--- src/ubd_pkg.sv ---
`timescale 1ns / 1ps
// ----------------------------------------------------------------------------
// ubd_pkg
// types, constants and helpers shared by the baud divisor search block
// ----------------------------------------------------------------------------
package ubd_pkg;

    localparam int unsigned REF_W    = 28;
    localparam int unsigned TOL_W    = 4;
    localparam int unsigned RATE_W   = 18;
    localparam int unsigned NUM_RATES = 22;

    localparam logic [7:0]  DIV_FIRST = 8'd4;
    localparam logic [7:0]  DIV_LAST  = 8'd254;
    localparam logic [7:0]  DIV_NONE  = 8'd255;
    localparam logic [27:0] GEN_MIN   = 28'd2;
    localparam logic [27:0] GEN_MAX   = 28'd65535;

    localparam logic [1:0] ST_OK     = 2'd0;
    localparam logic [1:0] ST_BAD_BAUD = 2'd1;
    localparam logic [1:0] ST_BAD_WL = 2'd2;

    localparam logic [0:0] CFG_REF = 1'b0;
    localparam logic [0:0] CFG_TOL = 1'b1;

    typedef struct packed {
        logic [4:0] baud_code;
        logic [1:0] word_length_code;
        logic [2:0] parity_code;
        logic [1:0] stop_code;
    } in_item_t;

    typedef struct packed {
        logic [1:0]  status;
        logic [7:0]  baud_divider;
        logic [15:0] baud_generator;
        logic [7:0]  mode_byte;
        logic        within_tolerance;
    } out_item_t;

    typedef enum logic [3:0] {
        S_IDLE,
        S_DIV1_START,
        S_DIV1_WAIT,
        S_CHECK_G,
        S_MUL2,
        S_DIV2_START,
        S_DIV2_WAIT,
        S_ERR,
        S_ERR_WAIT,
        S_NEXT,
        S_DONE
    } state_t;

    function automatic logic [RATE_W-1:0] rate_lookup(input logic [4:0] code);
        logic [RATE_W-1:0] r;
        case (code)
            5'd1:  r = 18'd50;
            5'd2:  r = 18'd75;
            5'd3:  r = 18'd110;
            5'd5:  r = 18'd150;
            5'd6:  r = 18'd200;
            5'd7:  r = 18'd300;
            5'd8:  r = 18'd600;
            5'd9:  r = 18'd1200;
            5'd10: r = 18'd1800;
            5'd11: r = 18'd2400;
            5'd12: r = 18'd3600;
            5'd13: r = 18'd4800;
            5'd14: r = 18'd7200;
            5'd15: r = 18'd9600;
            5'd16: r = 18'd14400;
            5'd17: r = 18'd19200;
            5'd18: r = 18'd38400;
            5'd19: r = 18'd57600;
            5'd20: r = 18'd115200;
            5'd21: r = 18'd230400;
            default: r = '0;
        endcase
        return r;
    endfunction

    function automatic logic [7:0] pack_mode(input logic [1:0] wl,
                                             input logic [2:0] par,
                                             input logic [1:0] stp);
        logic [7:0] m;
        m = 8'd0;
        if (wl == 2'd1)
            m = m | (8'h3 << 1);
        else if (wl == 2'd2)
            m = m | (8'h2 << 1);
        if (par == 3'd2)
            m = m | (8'h1 << 3);
        else if (par != 3'd1)
            m = m | (8'h4 << 3);
        if (stp == 2'd1)
            m = m | (8'h1 << 6);
        else if (stp != 2'd0)
            m = m | (8'h2 << 6);
        return m;
    endfunction

endpackage

--- src/ubd_divider.sv ---
`timescale 1ns / 1ps
// ----------------------------------------------------------------------------
// ubd_divider
// restoring divider, one quotient bit per cycle, msb first
// ----------------------------------------------------------------------------
module ubd_divider
(
    input  logic        clk,
    input  logic        rst_n,
    input  logic        start,
    input  logic [27:0] dividend,
    input  logic [27:0] divisor,
    output logic        busy,
    output logic        done,
    output logic [27:0] quotient
);
    import ubd_pkg::*;

    logic [27:0] quot_reg, quot_next;
    logic [28:0] rem_reg, rem_next;
    logic [27:0] dvs_reg, dvs_next;
    logic [4:0]  cnt_reg, cnt_next;
    logic        busy_reg, busy_next;
    logic        done_reg, done_next;
    logic [28:0] trial;

    always_comb
    begin
        quot_next = quot_reg;
        rem_next  = rem_reg;
        dvs_next  = dvs_reg;
        cnt_next  = cnt_reg;
        busy_next = busy_reg;
        done_next = 1'b0;
        trial     = '0;
        if (start)
        begin
            quot_next = dividend;
            rem_next  = '0;
            dvs_next  = divisor;
            cnt_next  = 5'd0;
            busy_next = 1'b1;
        end
        else if (busy_reg)
        begin
            // shift in next dividend bit, subtract when it fits
            trial = {rem_reg[27:0], quot_reg[27]};
            if (trial >= {1'b0, dvs_reg})
            begin
                rem_next  = trial - {1'b0, dvs_reg};
                quot_next = {quot_reg[26:0], 1'b1};
            end
            else
            begin
                rem_next  = trial;
                quot_next = {quot_reg[26:0], 1'b0};
            end
            cnt_next = cnt_reg + 5'd1;
            if (cnt_reg == 5'd27)
            begin
                busy_next = 1'b0;
                done_next = 1'b1;
            end
        end
    end

    always_ff @(posedge clk or negedge rst_n)
    begin
        if (!rst_n)
        begin
            busy_reg <= 1'b0;
            done_reg <= 1'b0;
            cnt_reg  <= '0;
        end
        else
        begin
            busy_reg <= busy_next;
            done_reg <= done_next;
            cnt_reg  <= cnt_next;
        end
    end

    always_ff @(posedge clk)
    begin
        quot_reg <= quot_next;
        rem_reg  <= rem_next;
        dvs_reg  <= dvs_next;
    end

    assign busy     = busy_reg;
    assign done     = done_reg;
    assign quotient = quot_reg;
endmodule

--- src/uart_baud_divisor_and_mode_search_top.sv ---
`timescale 1ns / 1ps
// ----------------------------------------------------------------------------
// uart_baud_divisor_and_mode_search_top
// baud divider / generator search and line mode packing
// ----------------------------------------------------------------------------
// channel | valid    | stall     | payload
// in      | in_valid | in_stall  | in_data  (ubd_pkg::in_item_t)
// out     | out_valid| out_stall | out_data (ubd_pkg::out_item_t)
//
// one line setting at a time; a full search trial runs three 28-bit
// bit-serial divisions plus six control steps, a trial skipped on the
// generator range runs only the first division, an item tries up to 251
// divisors, and an unsupported baud code goes straight to the result;
// the error divide by the rate reuses the same serial divider
// reset clears state, output valid and rate only; the config registers take their reset values
// the result waits in an output register until taken while in_stall holds
// ----------------------------------------------------------------------------
module uart_baud_divisor_and_mode_search_top
(
    input  logic               clk,
    input  logic               rst_n,
    input  logic               in_valid,
    output logic               in_stall,
    input  ubd_pkg::in_item_t  in_data,
    output logic               out_valid,
    input  logic               out_stall,
    output ubd_pkg::out_item_t out_data,
    input  logic               cfg_we,
    input  logic [0:0]         cfg_index,
    input  logic [27:0]        cfg_data
);
    import ubd_pkg::*;

    state_t state_reg, state_next;

    logic [REF_W-1:0]  ref_reg;
    logic [TOL_W-1:0]  tol_reg;
    in_item_t          item_reg, item_next;
    logic [RATE_W-1:0] rate_reg, rate_next;
    logic [7:0]        d_reg, d_next;
    logic [15:0]       g_reg, g_next;
    logic [27:0]       gfull_reg, gfull_next;
    logic [27:0]       prod_reg, prod_next;
    logic              found_reg, found_next;
    out_item_t         out_reg, out_next;
    logic              ovalid_reg, ovalid_next;

    logic              div_start;
    logic [27:0]       div_a, div_b, div_q;
    logic              div_busy, div_done;

    logic [8:0]        dp1;
    logic [RATE_W+8:0] bprod;
    logic [36:0]       gprod;
    logic [RATE_W-1:0] err;
    logic [27:0]       err100;
    logic [27:0]       achieved_reg, achieved_next;

    ubd_divider u_div
    (
        .clk      (clk),
        .rst_n    (rst_n),
        .start    (div_start),
        .dividend (div_a),
        .divisor  (div_b),
        .busy     (div_busy),
        .done     (div_done),
        .quotient (div_q)
    );

    assign dp1   = {1'b0, d_reg} + 9'd1;
    assign bprod = rate_reg * dp1;
    assign gprod = gfull_reg * dp1;
    assign err   = ({10'd0, rate_reg} > achieved_reg) ?
                   RATE_W'(({10'd0, rate_reg} - achieved_reg)) :
                   RATE_W'((achieved_reg - {10'd0, rate_reg}));
    assign err100 = 28'(err) * 28'd100;

    // next state
    always_comb
    begin
        state_next = state_reg;
        case (state_reg)
            S_IDLE:
                if (in_valid && !ovalid_reg)
                begin
                    if (rate_lookup(in_data.baud_code) == '0)
                        state_next = S_DONE;
                    else
                        state_next = S_DIV1_START;
                end
            S_DIV1_START: state_next = S_DIV1_WAIT;
            S_DIV1_WAIT:  if (div_done) state_next = S_CHECK_G;
            S_CHECK_G:
                if (gfull_reg < GEN_MIN || gfull_reg > GEN_MAX)
                    state_next = S_NEXT;
                else
                    state_next = S_MUL2;
            S_MUL2:       state_next = S_DIV2_START;
            S_DIV2_START: state_next = S_DIV2_WAIT;
            S_DIV2_WAIT:  if (div_done) state_next = S_ERR;
            S_ERR:        state_next = S_ERR_WAIT;
            S_ERR_WAIT:
                if (div_done)
                begin
                    if (div_q < 28'(tol_reg))
                        state_next = S_DONE;
                    else
                        state_next = S_NEXT;
                end
            S_NEXT:
                if (d_reg == DIV_LAST)
                    state_next = S_DONE;
                else
                    state_next = S_DIV1_START;
            S_DONE:       state_next = S_IDLE;
            default:      state_next = S_IDLE;
        endcase
    end

    // datapath and outputs
    always_comb
    begin
        item_next     = item_reg;
        rate_next     = rate_reg;
        d_next        = d_reg;
        g_next        = g_reg;
        gfull_next    = gfull_reg;
        prod_next     = prod_reg;
        found_next    = found_reg;
        achieved_next = achieved_reg;
        out_next      = out_reg;
        ovalid_next   = ovalid_reg && out_stall;
        div_start     = 1'b0;
        div_a         = ref_reg;
        div_b         = prod_reg;
        case (state_reg)
            S_IDLE:
                if (in_valid && !ovalid_reg)
                begin
                    item_next  = in_data;
                    rate_next  = rate_lookup(in_data.baud_code);
                    d_next     = DIV_FIRST;
                    g_next     = '0;
                    found_next = 1'b0;
                end
            S_DIV1_START:
            begin
                // rate * 255 fits 28 bits
                prod_next = 28'(bprod);
            end
            S_DIV1_WAIT:
            begin
                div_start = (!div_busy && !div_done && prod_reg == 28'(bprod)
                             && state_reg == S_DIV1_WAIT && !found_reg
                             && gfull_reg == gfull_reg) ? 1'b0 : 1'b0;
                if (div_done)
                begin
                    gfull_next = div_q;
                    g_next     = div_q[15:0];
                end
            end
            S_CHECK_G: ;
            S_MUL2:
            begin
                // g <= 65535 and d+1 <= 255 keeps this under 2^24
                prod_next = 28'(gprod);
            end
            S_DIV2_WAIT:
                if (div_done)
                    achieved_next = div_q;
            S_ERR:
            begin
                div_start = 1'b1;
                div_a     = err100;
                div_b     = 28'(rate_reg);
            end
            S_ERR_WAIT:
            begin
                div_a = err100;
                div_b = 28'(rate_reg);
                if (div_done && div_q < 28'(tol_reg))
                    found_next = 1'b1;
            end
            S_NEXT:
                if (d_reg == DIV_LAST)
                    d_next = DIV_NONE;
                else
                    d_next = d_reg + 8'd1;
            S_DONE:
            begin
                ovalid_next = 1'b1;
                if (rate_reg == '0)
                begin
                    out_next = '0;
                    out_next.status = ST_BAD_BAUD;
                end
                else
                begin
                    out_next.status           = (item_reg.word_length_code == 2'd0) ?
                                                ST_BAD_WL : ST_OK;
                    out_next.baud_divider     = d_reg;
                    out_next.baud_generator   = g_reg;
                    out_next.mode_byte        = (item_reg.word_length_code == 2'd0) ?
                                                8'd0 :
                                                pack_mode(item_reg.word_length_code,
                                                          item_reg.parity_code,
                                                          item_reg.stop_code);
                    out_next.within_tolerance = found_reg;
                end
            end
            default: ;
        endcase
        // divider launch points for the two trial divisions
        if (state_reg == S_DIV1_START)
        begin
            div_start = 1'b1;
            div_b     = 28'(bprod);
        end
        else if (state_reg == S_DIV2_START)
            div_start = 1'b1;
    end

    always_ff @(posedge clk or negedge rst_n)
    begin
        if (!rst_n)
        begin
            state_reg  <= S_IDLE;
            ovalid_reg <= 1'b0;
            ref_reg    <= 28'd50000000;
            tol_reg    <= 4'd3;
            rate_reg   <= '0;
        end
        else
        begin
            state_reg  <= state_next;
            ovalid_reg <= ovalid_next;
            rate_reg   <= rate_next;
            if (cfg_we && cfg_index == CFG_REF)
                ref_reg <= cfg_data;
            if (cfg_we && cfg_index == CFG_TOL)
                tol_reg <= cfg_data[TOL_W-1:0];
        end
    end

    always_ff @(posedge clk)
    begin
        item_reg     <= item_next;
        d_reg        <= d_next;
        g_reg        <= g_next;
        gfull_reg    <= gfull_next;
        prod_reg     <= prod_next;
        found_reg    <= found_next;
        achieved_reg <= achieved_next;
        out_reg      <= out_next;
    end

    assign in_stall  = (state_reg != S_IDLE) || ovalid_reg;
    assign out_valid = ovalid_reg;
    assign out_data  = out_reg;
endmodule

--- config.mk ---
export PLATFORM = sky130hd
export DESIGN_NAME = uart_baud_divisor_and_mode_search_top
export DESIGN_NICKNAME = d
export VERILOG_FILES = /design/src/ubd_pkg.sv /design/src/ubd_divider.sv /design/src/uart_baud_divisor_and_mode_search_top.sv
export SDC_FILE = /design/constraint.sdc
export NUM_CORES = 2
export LEC_CHECK = 0
export BUFFER_PORTS_ARGS = -buffer_cell sky130_fd_sc_hd__buf_2
export CAP_MARGIN = 25
export CORE_AREA = 2 2 290 206
export DETAILED_ROUTE_END_ITERATION = 16
export DIE_AREA = 0 0 292 208
export PLACE_DENSITY_LB_ADDON = 0.1
export SYNTH_ARGS = -nofsm -noshare
export SYNTH_HDL_FRONTEND = slang
export SYNTH_SLANG_ARGS = --single-unit
--- constraint.sdc ---
create_clock -name clk -period 5.9 [get_ports clk]
set_input_delay 0.885 -clock clk [delete_from_list [all_inputs] [get_ports clk]]
set_output_delay 0.885 -clock clk [all_outputs]
set_load 0.01 [all_outputs]
==> Word-level counts from Yosys, hierarchy flattened <==
Memories as Yosys holds them, arrays and structs flattened. A register that Yosys moved wholly into a read port is not among the register bits.
Cells that the tools add are included.
{ "op_classes": {"muxes": 48, "n_reduce_logical": 30, "add_sub_neg": 6, "shift": 0, "magnitude_cmp": 5, "bitwise_logic": 1, "multipliers": 3, "n_eq_ne": 22, "div": 0} }
{ "ops": {"columns": ["operator", "n"], "rows": [
  ["28-bit two-way mux", 4],
  ["28-bit one-hot mux with 2 select lines", 1],
  ["18-bit two-way mux", 3],
  ["27-bit two-way mux", 2],
  ["4-bit one-hot mux with 10 select lines", 1],
  ["18-bit zero test", 2],
  ["18-bit subtractor", 2],
  ["16-bit two-way mux", 2],
  ["8-bit two-way mux", 4],
  ["16-bit one-hot mux with 2 select lines", 1],
  ["29-bit by 28-bit greater-or-equal comparator with 1-bit output", 1],
  ["18-bit by 28-bit > comparator with 1-bit output", 1],
  ["28-bit by 16-bit > comparator with 1-bit output, second input constant", 1],
  ["28-bit by 2-bit < comparator with 1-bit output, second input constant", 1],
  ["28-bit by 4-bit < comparator with 1-bit output", 1],
  ["28-bit by 9-bit multiplier with 28-bit output", 1],
  ["4-bit two-way mux", 7],
  ["28-bit subtractor", 1],
  ["18-bit by 9-bit multiplier with 27-bit output", 1],
  ["18-bit by 5-bit multiplier with 23-bit output, second input constant", 1],
  ["4-bit by 3-bit equality test with 1-bit output, second input constant", 4],
  ["8-bit one-hot mux with 2 select lines", 1],
  ["1-bit two-way mux", 13],
  ["4-bit equality test, second input constant", 3],
  ["other kinds (31)", 56]
]} }
{ "totals": {"mem_bits_rw": 0, "out_inout_bits": 37, "rom_bits": 1152, "latch_bits": 0, "regBits": 279, "n_memories": 2, "in_bits": 46} }
{ "memory_table": {"columns": ["name", "words", "word_bits", "rd", "rd_ports_with_merged_regs", "write_ports", "line_no", "rtl"], "rows": [
  ["(name not given)", 32, 18, 1, 1, 0, "ubd_pkg.sv:57", "case (code)"],
  ["(name not given)", 32, 18, 1, 0, 0, "ubd_pkg.sv:57", null]
]} }

==> Logic depth before layout (Yosys ltp) <==
{ "logic_depth": {"ltp_word": 8, "ltp_mapped": 29, "ltp_nobuf": 28} }

==> Cells and area by module <==
Synthesis repeated with hierarchy kept, for this count alone.
{ "hier_totals": {"cells_unflattened": 3149, "area_unflattened_um2": 29761.0} }
{ "modules_own_cells": {"columns": ["module", "cells_each", "seq_area_each_um2", "area_each_um2", "n_inst"], "rows": [
  ["uart_baud_divisor_and_mode_search_top", 2673, 5868.1, 24639.9, 1],
  ["ubd_divider", 476, 2417.3, 5121.2, 1]
]} }

==> Worst setup path after synthesis <==
No wires, ideal clock.
{ "synth_path": {"path_kind": "register to register", "from": "reg d_reg[0]", "to": "reg prod_reg[25] (data pin)", "synth_period_minus_slack_ns": 6.294, "required_time_ns": 5.630, "t_arrival_ns": 6.024, "setup_time_ns": 0.270, "setup_slack_ns": -0.394, "stages_incl_launch_ff": 25, "path_cell_list": "edfxtp_1 -> clkbuf_1 -> clkinv_1 -> clkbuf_1 -> ha_1 -> clkbuf_1 -> clkbuf_1 -> nand2b_1 -> fa_1 -> inv_1 -> fa_1 -> inv_1 -> fa_1 -> fa_1 -> inv_1 -> ha_1 -> o21a_1 -> a21oi_1 -> a211o_1 -> o31ai_1 -> a211o_1 -> a31oi_1 -> nand2b_1 -> a311oi_1 -> a21oi_1"} }
{ "synth_via": {"elab_chain_cells": 3, "elab_cells_between_ends": 4} }
{ "synth_lines": {"columns": ["element", "line_no", "rtl"], "rows": [
  ["start, declared", "uart_baud_divisor_and_mode_search_top.sv:40", "logic [7:0] d_reg, d_next;"],
  ["start signal, assigned", "uart_baud_divisor_and_mode_search_top.sv:249", "d_reg <= d_next;"],
  ["8-bit by 1-bit adder with 9-bit output (*)", "uart_baud_divisor_and_mode_search_top.sv:71", "assign dp1 = {1'b0, d_reg} + 9'd1;"],
  ["28-bit by 9-bit multiplier with 28-bit output or 18-bit by 9-bit multiplier with 27-bit output (tied branches)", "uart_baud_divisor_and_mode_search_top.sv:73, uart_baud_divisor_and_mode_search_top.sv:72", null],
  ["28-bit one-hot mux with 2 select lines (*)", "uart_baud_divisor_and_mode_search_top.sv:137", "case (state_reg)"],
  ["named net prod_next[25]", "uart_baud_divisor_and_mode_search_top.sv:43", "logic [27:0] prod_reg, prod_next;"],
  ["end signal, assigned", "uart_baud_divisor_and_mode_search_top.sv:252", "prod_reg <= prod_next;"],
  ["end, declared", "uart_baud_divisor_and_mode_search_top.sv:43", null]
]} }
The timed path passes the listed nets; every way through them passes the cells marked *.
A chain may end at the register's enable or synchronous reset.

==> Final worst setup path <==
{ "layout_path": {"from": "reg d_reg[3]", "to": "reg prod_reg[24] (data pin)"} }
Same word-level chain as after synthesis.

==> qor.yml <==
setup_path:
  cp_max_fo: 6
  startpoint: "d_reg[3]$_SDFFCE_PN0P_"
  regToRegEndpoint: "prod_reg[24]$_DFFE_PP_"
  start_kind: "flip-flop"
  r2r_slack_ps: -80
  crit_arrival_ps: 6300
  cp-endpoint: "prod_reg[24]$_DFFE_PP_"
  rr_startpoint: "d_reg[3]$_SDFFCE_PN0P_"
  path_class: "flip-flop to flip-flop"
  rr_worst_depth: 24
  crit_required_ps: 6220
  cp-end-kind: "flip-flop"
synth:
  yosysUniqueCellTypes: 80
  yosysWarnings: 0
  ys_top_cells_by_area: "edfxtp_1 (21%), fa_1 (19%), ha_1 (9.5%)"
  yosysTopAreaCell: "edfxtp_1"
  ys_seq_area_share_pct: 28.82
  synth_edf_count: 205
  synth_cells: 3079
  ys_async_sr_fraction_pct: 21.02
  yosys.area.top_type_share_pct: 21.41
  ys_ff_latch: 295
  synth_area_sq_mm: 0.02875
  avgSynthCellArea_sq_um: 9.337
  synth_top_flop_cell: "edfxtp_1"
drt:
  drc: 0
  num_vias: 24040
  viasPerCell: 5.672
  first_pass_iters: 5
  wl_per_cell_um: 21.87
  drt_wl_total_um: 92710
  drtIter0Drc: 2490
  ant_nets: 0
die:
  die_w_um: 292
  initial_utilization_pct: 49.68
  fp.dieH_um: 208
  core_area_sq_mm: 0.05787
  die-area_sq_mm: 0.06074
  num_io_pins: 83
  rows: 74
sta:
  hold_viol: 0
  worstMarginPinSlew_ps: 1086
  max_freq_mhz: 167.2
  clock_skew_ps: 27.51
  setup_viol: 8
  finalCritPeriodShare_pct: 101.4
  worst_slack_ps: -82.10
  relSlewSlack_pct: 27.59
  min_period_ps: 5982
  slew_viol_final: 0
  rsz0062_at_grt: "true"
clock_network:
  cts.sinks: 295
  clk_pin_slew_ps: 70
  cts_tree: "yes"
  numCtsBuffers: 34
  insertion_delay_ps: 570
  h-tree-depth: 2
  cts_buffer_depth: 3
  cts-root-buf: "clkbuf_16"
global_routing:
  grt-ovfl-total: 0
  grt_pass1_vias: 23580
  grt_max_degree: 63
  use_met1_pct: 45.79
  use_met2_pct: 41.75
  track_usage_pct: 29.81
  grt_antenna_before_repair: 6
  use_met3_pct: 6.709
  busiest_layer: "met1"
  grt_pass1_wl_um: 139200
cells_and_area:
  final_cell_mix: "inv_1 (434), buf_4 (329), nand2_1 (272), fa_1 (272), edfxtp_1 (205)"
  fin_util_pct: 62.07
  finish.instance_area_sq_mm: 0.03592
  drive_gt1_share_pct: 24.26
  layout_commonest_cell: "inv_1"
  fillers: 4852
  area_growth_syn_to_layout_pct: 24.94
  largest_register_ffs: 33
  num_antenna_cells: 0
  finalNetCount: 3996
placed_design:
  dpl-instance-area_sq_mm: 0.03231
  dpl.hpwl_um: 68980
  portBuffers: 80
  gp_congestion: 0.9472
outcome:
  violations: "negative setup slack"
  status: "finished, violations left"
job:
  drv_cap: 0
worst_hold_path:
  hp-class: "flip-flop to flip-flop"
  hp-start: "u_div.rem_reg[27]$_SDFFE_PN0P_"
  hold-path-cell-count: 1
-- metal layers --
metal | vias up | routed length [um]
li1 | 10890 | -
met1 | 12000 | 42960
met2 | 990 | 38170
met3 | 158 | 8789
met4 | 6 | 2743
met5 | - | 40
-- cell usage after synthesis (53+ instances only) --
| cell type | n |
|---|---|
| nor2_1 | 216 |
| inv_1 | 461 |
| o21ai_0 | 125 |
| xor2_1 | 56 |
| nand2_1 | 285 |
| a21oi_1 | 170 |
| xnor2_1 | 68 |
| ha_1 | 218 |
| nand2b_1 | 81 |
| clkbuf_1 | 103 |
| a21o_1 | 53 |
| nor2b_1 | 121 |
| edfxtp_1 | 205 |
| fa_1 | 279 |
| and2_1 | 81 |
-- critical path, cell delays in order (launching register included) --
cell	delay, ps
edfxtp_1	380
and4_4	250
and2_4	180
nand3_4	120
xnor2_2	150
buf_6	170
buf_12	110
nand2_4	40
fa_1	460
fa_1	560
inv_2	40
fa_1	540
inv_2	40
fa_1	550
inv_2	50
ha_4	290
o21a_1	120
o31a_1	260
o22ai_4	120
o21ai_4	210
a41oi_4	180
o311ai_2	310
a21oi_2	110
xnor2_2	190
mux2_2	270
-- stage by stage --
step           cells  hold slack (ps)  setup WS [ps]  setup TNS, ps
6_report        4239            487.7         -82.10         -272.4
5_1_grt         4239            491.2         -236.8          -3011
4_1_cts         4195            490.0         -16.02         -28.32
3_5_place_dp    4107            475.4         -698.9          -6312
3_3_place_gp    4107            467.6         -669.5          -5504
2_1_floorplan   3080            450.1          10.74              0
-- logic make-up after synthesis --
family	count (synthesis)	share of synthesized area, %
AO/OA/AOI/OAI	536	11.89
multiplexers	57	2.146
buffers and inverters	605	8.034
other	1	0.01304
XOR/XNOR	124	3.778
AND/OR/NAND/NOR	964	16.40
flip-flops	295	28.82
adder cells (fa/ha/maj)	497	28.92
-- worst min-delay path by stage --
stage / slack, ps / to
after floorplan: 450 / u_div.rem_reg[27]$_SDFFE_PN0P_
after global placement: 470 / u_div.rem_reg[27]$_SDFFE_PN0P_
after detailed placement: 480 / u_div.rem_reg[27]$_SDFFE_PN0P_
after CTS: 490 / u_div.rem_reg[27]$_SDFFE_PN0P_
after global routing: 490 / item_reg[6]$_DFFE_PP_
final: 490 / u_div.rem_reg[27]$_SDFFE_PN0P_
-- repair_timing --
action                     CTS  global route
buffers inserted            23            40
gates resized for setup    106           239
gates cloned                 3             4
hold buffers                 0             0
hold endpoints to repair     0             0
setup endpoints to repair   33            35
pin swaps                   62           130
-- area by class of cell --
class	instances	area [sq um]	share of cell area (%)
Timing Repair Buffer	473	3870	10.77
Inverter	469	1769	4.926
Tap cell	760	950.9	2.648
Clock buffer	44	960.9	2.675
Clock inverter	18	245.2	0.6828
Sequential cell	295	8285	23.07
Multi-Input combinational cell	2180	19840	55.23
Power is left out: the tool's default activity adds up to more than one toggle a clock period on the data nets, which glitch-free logic cannot reach.
